==> src/hw/rtl/bsfp4q_pkg.sv <==
// ---------------------------------------------------------------------------
// bsfp4q_pkg
// Shared types and constants of the block scaled fp4 quantizer.
// ---------------------------------------------------------------------------
package bsfp4q_pkg;

   localparam int BLOCK_MAX = 16;
   localparam int IDX_W     = $clog2(BLOCK_MAX);
   localparam int CNT_W     = $clog2(BLOCK_MAX + 1);
   localparam int STEP_W    = 6;
   localparam int NUM_THR   = 4;

   // reciprocal of three for a 24-bit mantissa, and the fraction of 2^26/3, 2^27/3
   localparam logic [23:0] RECIP_3     = 24'hAA_AAAB;
   localparam logic [25:0] THIRD_FRAC1 = 26'h155_5555;
   localparam logic [25:0] THIRD_FRAC2 = 26'h2AA_AAAA;

   // 1e-9 and +inf in single precision
   localparam logic [31:0] SCALE_ADD = 32'h3089_705F;
   localparam logic [31:0] SCALE_INF = 32'h7F80_0000;
   localparam logic [7:0]  ADD_EXP   = 8'd97;
   localparam logic [23:0] ADD_MANT  = 24'h89_705F;
   // below this exponent a/3 vanishes against 1e-9
   localparam logic [7:0]  SMALL_EXP = 8'd73;

   // rounding midpoints above 2^-27, 0.375, 0.75, 1.5 as odd mantissa and shift
   localparam logic [24:0] MID_MANT [NUM_THR] =
      '{25'h100_0001, 25'h180_0001, 25'h180_0001, 25'h180_0001};
   localparam logic [5:0]  MID_SHIFT [NUM_THR] = '{6'd51, 6'd26, 6'd25, 6'd24};

   typedef struct packed {
      logic [31:0] sample_bits;
      logic        last_in;
   } req_type;

   typedef struct packed {
      logic [2:0]  code;
      logic [31:0] block_scale;
      logic        last_out;
   } rsp_type;

   typedef struct packed {
      logic             store;
      logic [IDX_W-1:0] wr_idx;
      logic             clear;
      logic             div_init;
      logic             div_step;
      logic             do_third;
      logic             do_scale;
      logic             prod_en;
      logic [1:0]       thr;
      logic             rd_en;
      logic [IDX_W-1:0] rd_idx;
      logic             cmp_en;
      logic             out_load;
      logic             out_last;
   } dp_cmd_type;

endpackage

==> src/hw/rtl/bsfp4q_control.sv <==
// ---------------------------------------------------------------------------
// bsfp4q_control
// Sequencer for block load, scale computation and per-word replay.
// ---------------------------------------------------------------------------
module bsfp4q_control (
   input  logic                   clock,
   input  logic                   reset,
   input  logic                   req_valid,
   output logic                   req_stall,
   input  logic                   req_last,
   output logic                   rsp_valid,
   input  logic                   rsp_stall,
   output bsfp4q_pkg::dp_cmd_type cmd
);

   typedef enum logic [3:0] {
      S_LOAD, S_INIT, S_DIV, S_THIRD, S_SCALE, S_PROD, S_READ, S_CMP, S_FORM, S_EMIT
   } state_type;

   state_type                        state_ff;
   logic [bsfp4q_pkg::CNT_W-1:0]     fill_ff;
   logic [bsfp4q_pkg::CNT_W-1:0]     count_ff;
   logic [bsfp4q_pkg::IDX_W-1:0]     idx_ff;
   logic [bsfp4q_pkg::STEP_W-1:0]    step_ff;
   logic                             rsp_valid_ff;

   logic                             accept;
   logic [bsfp4q_pkg::CNT_W-1:0]     fill_in;
   logic                             is_last;

   assign accept  = req_valid && (state_ff == S_LOAD);
   assign fill_in = bsfp4q_pkg::CNT_W'(fill_ff + 1'b1);
   assign is_last = (bsfp4q_pkg::CNT_W'(idx_ff) + 1'b1) == count_ff;

   always_ff @(posedge clock) begin
      if (reset) begin
         state_ff     <= S_LOAD;
         fill_ff      <= '0;
         count_ff     <= '0;
         idx_ff       <= '0;
         step_ff      <= '0;
         rsp_valid_ff <= 1'b0;
      end else begin
         case (state_ff)
            S_LOAD: begin
               if (accept) begin
                  fill_ff <= fill_in;
                  if (req_last || fill_in == bsfp4q_pkg::CNT_W'(bsfp4q_pkg::BLOCK_MAX)) begin
                     count_ff <= fill_in;
                     state_ff <= S_INIT;
                  end
               end
            end
            S_INIT: begin
               step_ff  <= '0;
               state_ff <= S_DIV;
            end
            S_DIV: begin
               state_ff <= S_THIRD;
            end
            S_THIRD: begin
               state_ff <= S_SCALE;
            end
            S_SCALE: begin
               step_ff  <= '0;
               state_ff <= S_PROD;
            end
            S_PROD: begin
               step_ff <= bsfp4q_pkg::STEP_W'(step_ff + 1'b1);
               if (step_ff[1:0] == 2'd3) begin
                  idx_ff   <= '0;
                  state_ff <= S_READ;
               end
            end
            S_READ: begin
               step_ff  <= '0;
               state_ff <= S_CMP;
            end
            S_CMP: begin
               step_ff <= bsfp4q_pkg::STEP_W'(step_ff + 1'b1);
               if (step_ff[1:0] == 2'd3) begin
                  state_ff <= S_FORM;
               end
            end
            S_FORM: begin
               rsp_valid_ff <= 1'b1;
               state_ff     <= S_EMIT;
            end
            S_EMIT: begin
               if (!rsp_stall) begin
                  rsp_valid_ff <= 1'b0;
                  if (is_last) begin
                     fill_ff  <= '0;
                     state_ff <= S_LOAD;
                  end else begin
                     idx_ff   <= bsfp4q_pkg::IDX_W'(idx_ff + 1'b1);
                     state_ff <= S_READ;
                  end
               end
            end
            default: begin
               state_ff <= S_LOAD;
            end
         endcase
      end
   end

   always_comb begin
      cmd          = '0;
      cmd.store    = accept;
      cmd.wr_idx   = fill_ff[bsfp4q_pkg::IDX_W-1:0];
      cmd.clear    = (state_ff == S_EMIT) && !rsp_stall && is_last;
      cmd.div_init = (state_ff == S_INIT);
      cmd.div_step = (state_ff == S_DIV);
      cmd.do_third = (state_ff == S_THIRD);
      cmd.do_scale = (state_ff == S_SCALE);
      cmd.prod_en  = (state_ff == S_PROD);
      cmd.thr      = step_ff[1:0];
      cmd.rd_en    = (state_ff == S_READ);
      cmd.rd_idx   = idx_ff;
      cmd.cmp_en   = (state_ff == S_CMP);
      cmd.out_load = (state_ff == S_FORM);
      cmd.out_last = is_last;
   end

   assign req_stall = (state_ff != S_LOAD);
   assign rsp_valid = rsp_valid_ff;

endmodule

==> config.mk <==
export PLATFORM = sky130hd
export DESIGN_NAME = bsfp4q_control
export DESIGN_NICKNAME = d
export VERILOG_FILES = /design/src/hw/rtl/bsfp4q_pkg.sv /design/src/hw/rtl/bsfp4q_control.sv
export SDC_FILE = /design/constraint.sdc
export NUM_CORES = 1
export LEC_CHECK = 0
export ABC_CLOCK_PERIOD_IN_PS = 2570
export BUFFER_PORTS_ARGS = -buffer_cell sky130_fd_sc_hd__buf_2
export CAP_MARGIN = 20
export CORE_MARGIN = 1
export CORE_UTILIZATION = 50
export CTS_CLUSTER_DIAMETER = 100
export DETAILED_ROUTE_END_ITERATION = 7
export GPL_ROUTABILITY_DRIVEN = 1
export PLACE_DENSITY = 0.74
export SYNTH_ARGS = -nofsm -noshare
export SYNTH_HDL_FRONTEND = slang
export SYNTH_SLANG_ARGS = --single-unit
==> constraint.sdc <==
create_clock -name clock -period 2.57 [get_ports clock]
set_clock_uncertainty 0.15 [all_clocks]
set_input_delay 0.514 -clock clock [delete_from_list [all_inputs] [get_ports clock]]
set_output_delay 0.514 -clock clock [all_outputs]
set_load 0.005 [all_outputs]
==> impl_results.md, run 1 <==
- Slew @ Worst Pin: 0.425 ns
- Diode count: 0
- Register clock-pin slew on the reported worst setup and hold paths: 0.12 ns
- Detailed-route via count: 1,328
- Yosys Warn Count: 0
- Clock Sinks: 21
- Row cnt: 18
- CTS buffer count: 3
- Worst reg2reg path depth: 6
- #FFs+latches synth: 21
- Max VDD drop: 0.279 mV
- Sequential Area: 428 µm²
- Count leader, synth: dfxtp_1
- Post-Layout Cell Count: 227
- Fill count: 234
- Hold Path Class: flip-flop to flip-flop
- Clock Tree Buf Depth: 2
- Syn Inst Count: 171
- Top cells by area, synth: dfxtp_1, nor2_1, xnor2_1
- I/O pins: 28
- Final worst-path cycle share: 96.8%
- Drc violations: 0
- Slew Limit Headroom: 71.7%
- Starting Density: 54.8%
- Crit end category: output port
- First-pass GRT wire length: 5.12 mm
- Buffers on Ports: 27
- Max Cap Violations: 0
- Worst-path fanout max: 6
- Cell variety after synth: 48
- H-tree levels: 1
- Ys async rst share: 0%
- F_max: 0.402 GHz
- Tot GR Track Use: 23.9%
- Cell taking the most area after synthesis: dfxtp_1
- Final Net Count: 207
- Area taken by multi-input logic gates: 858 µm²
- CTS tree: done
- Starting DRC count in detailed routing: 38
- Clock latency at the later pin of the worst-skew pair: 0.30 ns
- Outcome: complete, no violations
- Core area: 2540 µm²
- CP required: 1.91 ns
- Power Dens Cells: 495 nW/µm²
- Final ANT Viol Nets: 0
- Post-synth top area share: 30.2%
- Crit path DAT: 1.83 ns
- Die area: 3000 µm²
- Drt wl/cell: 14.2 µm
- P&R area growth vs syn: 14.1%
- Seq/Total Area, Yosys: 30.2%
- Vias per cell: 5.85
- Final TNS setup: 0 ns
- Hold Vio Cnt, Final: 0
- Crit start category: flip-flop
- Synth top cells by count: dfxtp_1, nor2_1, a21oi_1, inv_1
- Initial antenna violation count: 0
- Clock Tree Root: clkbuf_4
- Post-Syn Area per Cell: 8.15 µm²
- Hpwl dp: 2.42 mm
- TritonRoute pass-1 iters: 4
- Post-Route WL: 3.23 mm
- Syn nets: 180
- Number of global-route vias before repair: 1,170
- Hold path depth: 2
- Post-synth EDFFs: 0
- Cell total after placement: 219
- Leakage power: 0.683 nW
- GRT Residual Overflow: 0
- Final setup viols: 0
- Die height: 54.8 µm
- Final Max Tran Viols: 0
- Placer congestion estimate: 0.900
- Crit path kind: flip-flop to output port
- Ys flop type: dfxtp_1
- Hold slack: 0.353 ns
- Synth Cell Area: 1390 µm²
- Share of layout cells above drive strength 1: 27.4%
- Largest net degree at the start of global routing: 22
- Die X-Extent: 54.8 µm
- Min Tclk post-route: 2.49 ns
- RSZ-0062 raised after global routing: no
report_power, final:
| part | switching, mW | internal (mW) | total (mW) |
|---|---|---|---|
| registers | 0.0385 | 0.347 | 0.386 |
| logic | 0.128 | 0.109 | 0.237 |
| clock network | 0.103 | 0.0605 | 0.164 |
timing repair:
action | CTS | global route
pin swaps | 1 | 1
cloned | 0 | 0
hold buffers | 0 | 0
resized for setup | 2 | 7
endpoints found under the setup margin | 2 | 4
buffers inserted | 2 | 2
path summary, 6_finish.rpt:
path / startpoint / end / slack (ns)
hold / removal: idx_ff[1] / idx_ff[1] / 0.35
setup / recovery: idx_ff[0] / cmd[15] / 0.08
hold reg to reg: idx_ff[1] / idx_ff[1] / 0.35
setup reg to reg: fill_ff[0] / state_ff[2] / 0.15
worst max-delay path: stages (launching register included):
cell	delay, ns
dfxtp_4	0.39
ha_4	0.18
or3b_2	0.45
o31ai_1	0.10
o211ai_2	0.18
nor2_1	0.12
buf_2	0.12
layer usage:
| metal | track usage, % | vias up | part of all wire, % |
|---|---|---|---|
| met5 | 0 | - | 0 |
| met4 | 7.69 | 0 | 1.2 |
| met3 | 3.33 | 5 | 5.4 |
| met2 | 42.0 | 39 | 48 |
| met1 | 29.5 | 613 | 45 |
| li1 | - | 671 | - |
cell usage in the layout, fill, tap and decap left out, types with 2 or more instances in the layout:
master,Yosys,final
o21ai_0,3,3
nand2_1,9,9
a2111oi_0,2,2
nor3_1,9,9
dfxtp_2,0,3
nand3b_1,2,2
nor2_1,20,20
or3_1,2,2
xnor2_1,7,7
or4_1,3,3
a31oi_1,4,4
buf_2,2,27
dfxtp_1,21,17
ha_1,4,2
mux2i_1,4,4
nand4_1,2,2
inv_1,10,9
nor2b_1,3,3
nand3_1,4,4
nand2b_1,6,6
buf_4,6,9
clkbuf_4,0,3
a211oi_1,5,5
a21oi_1,10,10
o31ai_1,2,2
a311oi_1,2,2
xor2_1,3,3
sequential cells by signal, indices dropped and copies added, names as in the netlist:
name and cells:
idx_ff 4, step_ff 2, count_ff 5, state_ff 4
fill_ff 5, rsp_valid 1
layout make-up:
cell class,instances,share of cell area (%)
flip-flops and latches,21,26.9
inverters,10,2.36
repair buffers,36,12.7
multi-input cells,126,54.0
clock buffers,4,1.65
well taps,30,2.36
logic make-up after synthesis:
logic type,Yosys count,share of synthesized area [%]
buf+inv,24,9.34
mux,5,3.95
xor+xnor,10,6.28
compound gates,42,22.9
simple gates,65,23.8
flops,21,30.2
fa+ha+maj,4,3.59
per-stage QoR:
step / setup WS (ns) / cell area, µm² / utilization (%) / total power, mW
after floorplan: 0.278 / 1390 / - / 0.555
after global placement: 0.213 / 1510 / 59.4 / 0.613
after detailed placement: 0.120 / 1510 / 59.4 / 0.619
after CTS: 0.0249 / 1560 / 61.2 / 0.787
after global routing: 0.00134 / 1590 / 62.5 / 0.833
final: 0.0810 / 1590 / 62.5 / 0.786
No activity file was read; power rests on OpenSTA's default activity.
==> inputs of run 2 (changes only) <==
--- a/config.mk
+++ b/config.mk
@@ -6,14 +6,13 @@
 export NUM_CORES = 1
 export LEC_CHECK = 0
 export ABC_CLOCK_PERIOD_IN_PS = 2570
-export BUFFER_PORTS_ARGS = -buffer_cell sky130_fd_sc_hd__buf_2
 export CAP_MARGIN = 20
 export CORE_MARGIN = 1
-export CORE_UTILIZATION = 50
+export CORE_UTILIZATION = 49
 export CTS_CLUSTER_DIAMETER = 100
 export DETAILED_ROUTE_END_ITERATION = 7
+export DONT_BUFFER_PORTS = 1
 export GPL_ROUTABILITY_DRIVEN = 1
-export PLACE_DENSITY = 0.74
 export SYNTH_ARGS = -nofsm -noshare
 export SYNTH_HDL_FRONTEND = slang
 export SYNTH_SLANG_ARGS = --single-unit
==> run 2 against run 1 <==
  * Register-to-register slack better by 0.16 ns
  * Clock-buffer cell count stayed put
  * Flip-flop and latch count unchanged
  * Clock power grew 4%
  * Via count is 6.1% lower
  * Sequential power is essentially flat
  * Wire length is 1.1% higher
  * Cell area decreased by 9.2%
  * Global-route usage decreased by 1.3 points
  * Hold slack worse by 0.26 ns
  * Largest cell class unchanged
==> impl_results.md, run 2 (synthesized netlist as in run 1, its figures left out) <==
- Outcome: complete, no violations
- Max Cap Violations: 0 (unchanged)
- CP required: 1.91 ns (about the same)
- Max VDD drop: 0.293 mV (+5.0%)
- Final Max Tran Viols: 0 (unchanged)
- Initial antenna violation count: 0 (unchanged)
- Worst-path fanout max: 6 (unchanged)
- GRT Residual Overflow: 0 (unchanged)
- Commonest cells after routing, fill and taps aside: nor2_1, dfxtp_1, a21oi_1
- Drt wl/cell: 16.3 µm (+15%)
- Leakage power: 0.546 nW (-20%)
- Crit start category: flip-flop
- Crit path kind: flip-flop to output port
- Min Tclk post-route: 2.44 ns (-0.0506 ns)
- Hpwl dp: 2.43 mm (about the same)
- Register clock-pin slew on the reported worst setup and hold paths: 0.12 ns (about the same)
- Largest registers: count_ff (5), fill_ff (5)
- Final Net Count: 180 (-13%)
- Clock Tree Root: clkbuf_4
- Clock Sinks: 21 (unchanged)
- Detailed-route via count: 1,247 (-6.1%)
- Buffers on Ports: 0 (-100%)
- Placed inst area: 1390 µm² (-7.9%)
- Drc violations: 0 (unchanged)
- First-pass GRT wire length: 5.59 mm (+9.2%)
- Final ANT Viol Nets: 0 (unchanged)
- Die X-Extent: 55.3 µm (+0.98%)
- Vias per cell: 6.24 (+6.6%)
- TritonRoute pass-1 iters: 4 (unchanged)
- Share of layout cells above drive strength 1: 15.3% (-12 points)
- Final TNS setup: 0 ns (unchanged)
- CTS buffer count: 3 (unchanged)
- Slew Limit Headroom: 68.3% (-3.4 points)
- Crit end category: output port
- P_int: 0.504 mW (-2.5%)
- Diode count: 0 (unchanged)
- Power Dens Cells: 534 nW/µm² (+7.9%)
- Die area: 3060 µm² (+2.0%)
- Slew @ Worst Pin: 0.476 ns (+0.0506 ns)
- Placer congestion estimate: 0.790 (-12%)
- Die height: 55.3 µm (+0.98%)
- Row cnt: 18 (unchanged)
- Flop pwr share: 49.7% (+0.6 points)
- Starting DRC count in detailed routing: 78 (+110%)
- Crit path DAT: 1.77 ns (-0.06 ns)
- Starting Density: 53.8% (-0.95 points)
- Sw frac: 34.7% (+0.34 points)
- Post-Route WL: 3.26 mm (+1.1%)
- F_max: 0.410 GHz (+2.1%)
- CTS tree: done
- Fill count: 237 (+1.3%)
- Design Area, Final: 1440 µm² (-9.2%)
- Switching power: 0.267 mW (-1.1%)
- Clock latency at the later pin of the worst-skew pair: 0.31 ns (about the same)
- P&R area growth vs syn: 3.59%
- Hold Path Class: input port to flip-flop
- Clock share of power: 22.2% (+1.4 points)
- Commonest non-fill, non-tap cell in the layout: nor2_1
- Clock Tree Buf Depth: 2 (unchanged)
- RSZ-0062 raised after global routing: no
- CTS Hold Buffers Added: 0 (unchanged)
- I/O pins: 28 (unchanged)
- Core area: 2590 µm² (+1.8%)
- H-tree levels: 1 (unchanged)
- Tot GR Track Use: 22.6% (-1.3 points)
- Final setup viols: 0 (unchanged)
- Combinational share of power: 28.1% (-2.0 points)
- Final worst-path cycle share: 94.9% (-2.0 points)
- Number of global-route vias before repair: 1,185 (+1.3%)
- Hold Vio Cnt, Final: 0 (unchanged)
- Largest net degree at the start of global routing: 22 (unchanged)
-- run 2: area by class of cell --
type                    count  area (µm²)  share of cell area [%]
multi-input cells         126         851                    58.9
inverters                  10        37.5                    2.60
clock buffers               4        26.3                    1.82
repair buffers              9        67.6                    4.68
flip-flops and latches     21         424                    29.4
well taps                  30        37.5                    2.60
-- run 2: repair_timing --
action	in CTS	in global routing
resized for setup	1	5
setup buffers	2	0
gates cloned	0	0
pin swaps	1	0
endpoints found under the hold margin	0	0
endpoints found under the setup margin	2	2
-- run 2: final timing paths --
path | start | endpoint | slack (ns) | cells after the start
setup / recovery | idx_ff[0] | cmd[15] | 0.13 | 5
hold / removal | reset | state_ff[0] | 0.09 | 1
setup reg to reg | fill_ff[3] | state_ff[2] | 0.31 | 5
hold reg to reg | idx_ff[1] | idx_ff[1] | 0.38 | 2
-- run 2: routing by layer --
layer / up-vias / part of all wire (%) / global-route usage [%]
met3: 5 / 3.1 / 3.28
li1: 614 / - / -
met5: - / 0 / 0
met4: 0 / 1.5 / 7.50
met2: 25 / 46 / 34.9
met1: 603 / 49 / 32.3
-- run 2: metrics by stage --
step	cells	utilization [%]	total power [mW]	hold slack (ns)	setup slack (ns)
after floorplan	171	-	0.555	0.330	0.278
final	200	55.7	0.771	0.0894	0.132
after global placement	194	53.7	0.593	0.351	0.329
after CTS	200	55.3	0.774	0.0887	0.0164
after detailed placement	194	53.7	0.597	0.358	0.282
after global routing	200	55.7	0.822	0.0731	0.0430
-- run 2: worst max-delay path, stage by stage, from the launching register on --
cell and delay [ns]:
dfxtp_2 0.38, ha_2 0.23, or3b_2 0.44, o31ai_1 0.09, o211ai_2 0.15, nor2_1 0.16
-- run 2: power groups by stage --
| stage | clock network, mW | logic (mW) | registers [mW] |
|---|---|---|---|
| final | 0.171 | 0.216 | 0.383 |
| after global routing | 0.191 | 0.243 | 0.388 |
| after CTS | 0.177 | 0.216 | 0.381 |
| after detailed placement | 0 | 0.208 | 0.389 |
| after global placement | 0 | 0.205 | 0.387 |
| after floorplan | 0 | 0.184 | 0.371 |
==> inputs of run 3 (changes only) <==
--- a/config.mk
+++ b/config.mk
@@ -7,12 +7,15 @@
 export LEC_CHECK = 0
 export ABC_CLOCK_PERIOD_IN_PS = 2570
 export CAP_MARGIN = 20
+export CELL_PAD_IN_SITES_DETAIL_PLACEMENT = 1
+export CELL_PAD_IN_SITES_GLOBAL_PLACEMENT = 2
 export CORE_MARGIN = 1
-export CORE_UTILIZATION = 49
+export CORE_UTILIZATION = 36
 export CTS_CLUSTER_DIAMETER = 100
 export DETAILED_ROUTE_END_ITERATION = 7
 export DONT_BUFFER_PORTS = 1
 export GPL_ROUTABILITY_DRIVEN = 1
+export PLACE_DENSITY = 0.75
 export SYNTH_ARGS = -nofsm -noshare
 export SYNTH_HDL_FRONTEND = slang
 export SYNTH_SLANG_ARGS = --single-unit
==> run 3 against run 2 <==
  * Fmax grew 0.35%
  * Sequential power is essentially flat
  * Sequential share of layout area shrank 0.66 points
  * Combinational power is essentially flat
  * Hold slack gained 0.067 ns
  * Worst setup slack gained 0.0085 ns
  * Wire length grew 16%
  * Total power grew 6.6%
  * Die area grew 35%
  * Critical path type unchanged
  * Highest routed layer unchanged
==> impl_results.md, run 3 (synthesized netlist as in run 1, its figures left out) <==
- Outcome: complete, no violations
- Diode count: 0 (unchanged)
- GRT Residual Overflow: 0 (unchanged)
- Fill count: 463 (+95%)
- Drt wl/cell: 17.4 µm (+6.6%)
- Crit path DAT: 1.77 ns (about the same)
- I/O pins: 28 (unchanged)
- Die X-Extent: 64.2 µm (+16%)
- Final ANT Viol Nets: 0 (unchanged)
- Post-Route WL: 3.77 mm (+16%)
- Core area: 3690 µm² (+42%)
- Register clock-pin slew on the reported worst setup and hold paths: 0.08 ns (-0.04 ns)
- Leakage power: 0.551 nW (+0.79%)
- Sw frac: 33.3% (-1.3 points)
- Combinational share of power: 26.5% (-1.6 points)
- Hpwl dp: 2.83 mm (+17%)
- Max incr delay on CP: 0.41 ns (-0.03 ns)
- Largest net degree at the start of global routing: 22 (unchanged)
- Flop pwr share: 46.5% (-3.2 points)
- Row cnt: 22 (+4)
- Final Net Count: 179 (-0.56%)
- Hold Path Class: input port to flip-flop
- Min Tclk post-route: 2.43 ns (-0.00847 ns)
- Hold Vio Cnt, Final: 0 (unchanged)
- Clock latency at the later pin of the worst-skew pair: 0.26 ns (-0.05 ns)
- Clock share of power: 27.0% (+4.8 points)
- Power Dens Cells: 558 nW/µm² (+4.5%)
- Highest-delay cell along the critical path: dfxtp_1
- Worst-path fanout max: 4 (-2)
- Largest registers: count_ff (5), fill_ff (5)
- Dpl ws: 0.207 ns (-0.0751 ns)
- Smallest setup slack after layout: 0.140 ns (+0.00847 ns)
- Final Max Tran Viols: 0 (unchanged)
- Final worst-path cycle share: 94.6% (-0.33 points)
- Number of global-route vias before repair: 1,294 (+9.2%)
- TritonRoute pass-1 iters: 3 (-1)
- Commonest non-fill, non-tap cell in the layout: nor2_1
- Critical path cell sequence: ha_2, xor2_1, a211oi_1, o211ai_2, nor2_1
- Clock Sinks: 21 (unchanged)
- Share of layout cells above drive strength 1: 14.2% (-1.1 points)
- CTS tree: done
- Crit start category: flip-flop
- Final setup viols: 0 (unchanged)
- Buffers on Ports: 0 (unchanged)
- Starting DRC count in detailed routing: 58 (-26%)
- First-pass GRT wire length: 6.42 mm (+15%)
- CP required: 1.91 ns (about the same)
- Commonest cells after routing, fill and taps aside: nor2_1, dfxtp_1, a21oi_1
- CTS Hold Buffers Added: 0 (unchanged)
- Placer congestion estimate: 0.783 (-0.90%)
- H-tree levels: 1 (unchanged)
- Max Cap Violations: 0 (unchanged)
- Crit path kind: flip-flop to output port
- Initial antenna violation count: 0 (unchanged)
- Max VDD drop: 0.313 mV (+6.9%)
- P_int: 0.548 mW (+8.7%)
- Clock Tree Root: clkbuf_8
- Pwr Total: 0.821 mW (+6.6%)
- Slew @ Worst Pin: 0.472 ns (-0.00302 ns)
- Detailed-route via count: 1,224 (-1.8%)
- Tot GR Track Use: 20.3% (-2.4 points)
- P&R area growth vs syn: 5.66%
- Vias per cell: 5.64 (-9.5%)
- Switching power: 0.274 mW (+2.6%)
- Starting Density: 37.8% (-16 points)
- Slew Limit Headroom: 68.5% (+0.20 points)
- CTS buffer count: 3 (unchanged)
- Die area: 4120 µm² (+35%)
- Die height: 64.2 µm (+16%)
- CP top delay family: compound AO/OA/AOI/OAI gates
- Worst Path Buf+Inv: 0 (unchanged)
- F_max: 0.412 GHz (+0.35%)
- Hold slack: 0.157 ns (+0.0674 ns)
- Clock Tree Buf Depth: 2 (unchanged)
- Crit end category: output port
- Drc violations: 0 (unchanged)
run 3: cell count changes in the layout (fill, tap and decap cells not counted):
cell,previous run,this run
clkinv_2,0,1
dfxtp_2,3,2
a211oi_2,1,0
clkbuf_4,3,0
a211oi_1,4,5
clkbuf_8,0,3
clkbuf_1,1,0
dfxtp_1,18,19
buf_4,9,8
run 3: per-stage QoR:
step | instance area (µm²) | util (%) | setup TNS, ns | cells
global route | 1470 | 39.9 | -0.00421 | 217
floorplan | 1390 | - | 0 | 171
CTS | 1460 | 39.7 | 0 | 216
global placement | 1410 | 38.3 | 0 | 212
finish | 1470 | 39.9 | 0 | 217
detailed placement | 1410 | 38.3 | 0 | 212
run 3: worst paths after layout:
| kind | from | end | slack, ns | depth (start not counted) |
|---|---|---|---|---|
| worst max-delay path | idx_ff[1] | cmd[15] | 0.14 | 5 |
| worst min-delay path | reset | state_ff[0] | 0.16 | 1 |
| worst max register to register | fill_ff[3] | state_ff[0] | 0.27 | 5 |
| worst min register to register | count_ff[3] | count_ff[3] | 0.37 | 2 |
run 3: what timing repair did:
item,CTS,global route
setup buffers,0,1
endpoints found under the setup margin,2,2
pin swaps,0,1
resized for setup,3,1
run 3: layout make-up:
cell class                      count  area (µm²)  area share, %
Tap cell                           48        60.1           4.08
Inverter                           10        37.5           2.55
Clock buffer                        3        41.3           2.80
Timing Repair Buffer                8        60.1           4.08
Multi-Input combinational cell    126         846           57.4
Clock inverter                      1        5.00          0.340
Sequential cell                    21         423           28.7
run 3: per-layer routing:
metal	share of wire [%]	global-route usage, %	wire length, µm	up-vias
li1	-	-	-	608
met1	47	25.4	1780	592
met4	0.95	7.50	36	0
met5	0	0	0	-
met2	48	33.8	1810	20
met3	3.7	4.46	139	4
run 3: power by group through the flow:
stage | sequential, mW | clock [mW] | combinational [mW]
2_1_floorplan | 0.371 | 0 | 0.184
3_3_place_gp | 0.387 | 0 | 0.208
3_5_place_dp | 0.389 | 0 | 0.214
4_1_cts | 0.381 | 0.230 | 0.217
5_1_grt | 0.388 | 0.242 | 0.243
6_report | 0.382 | 0.222 | 0.217
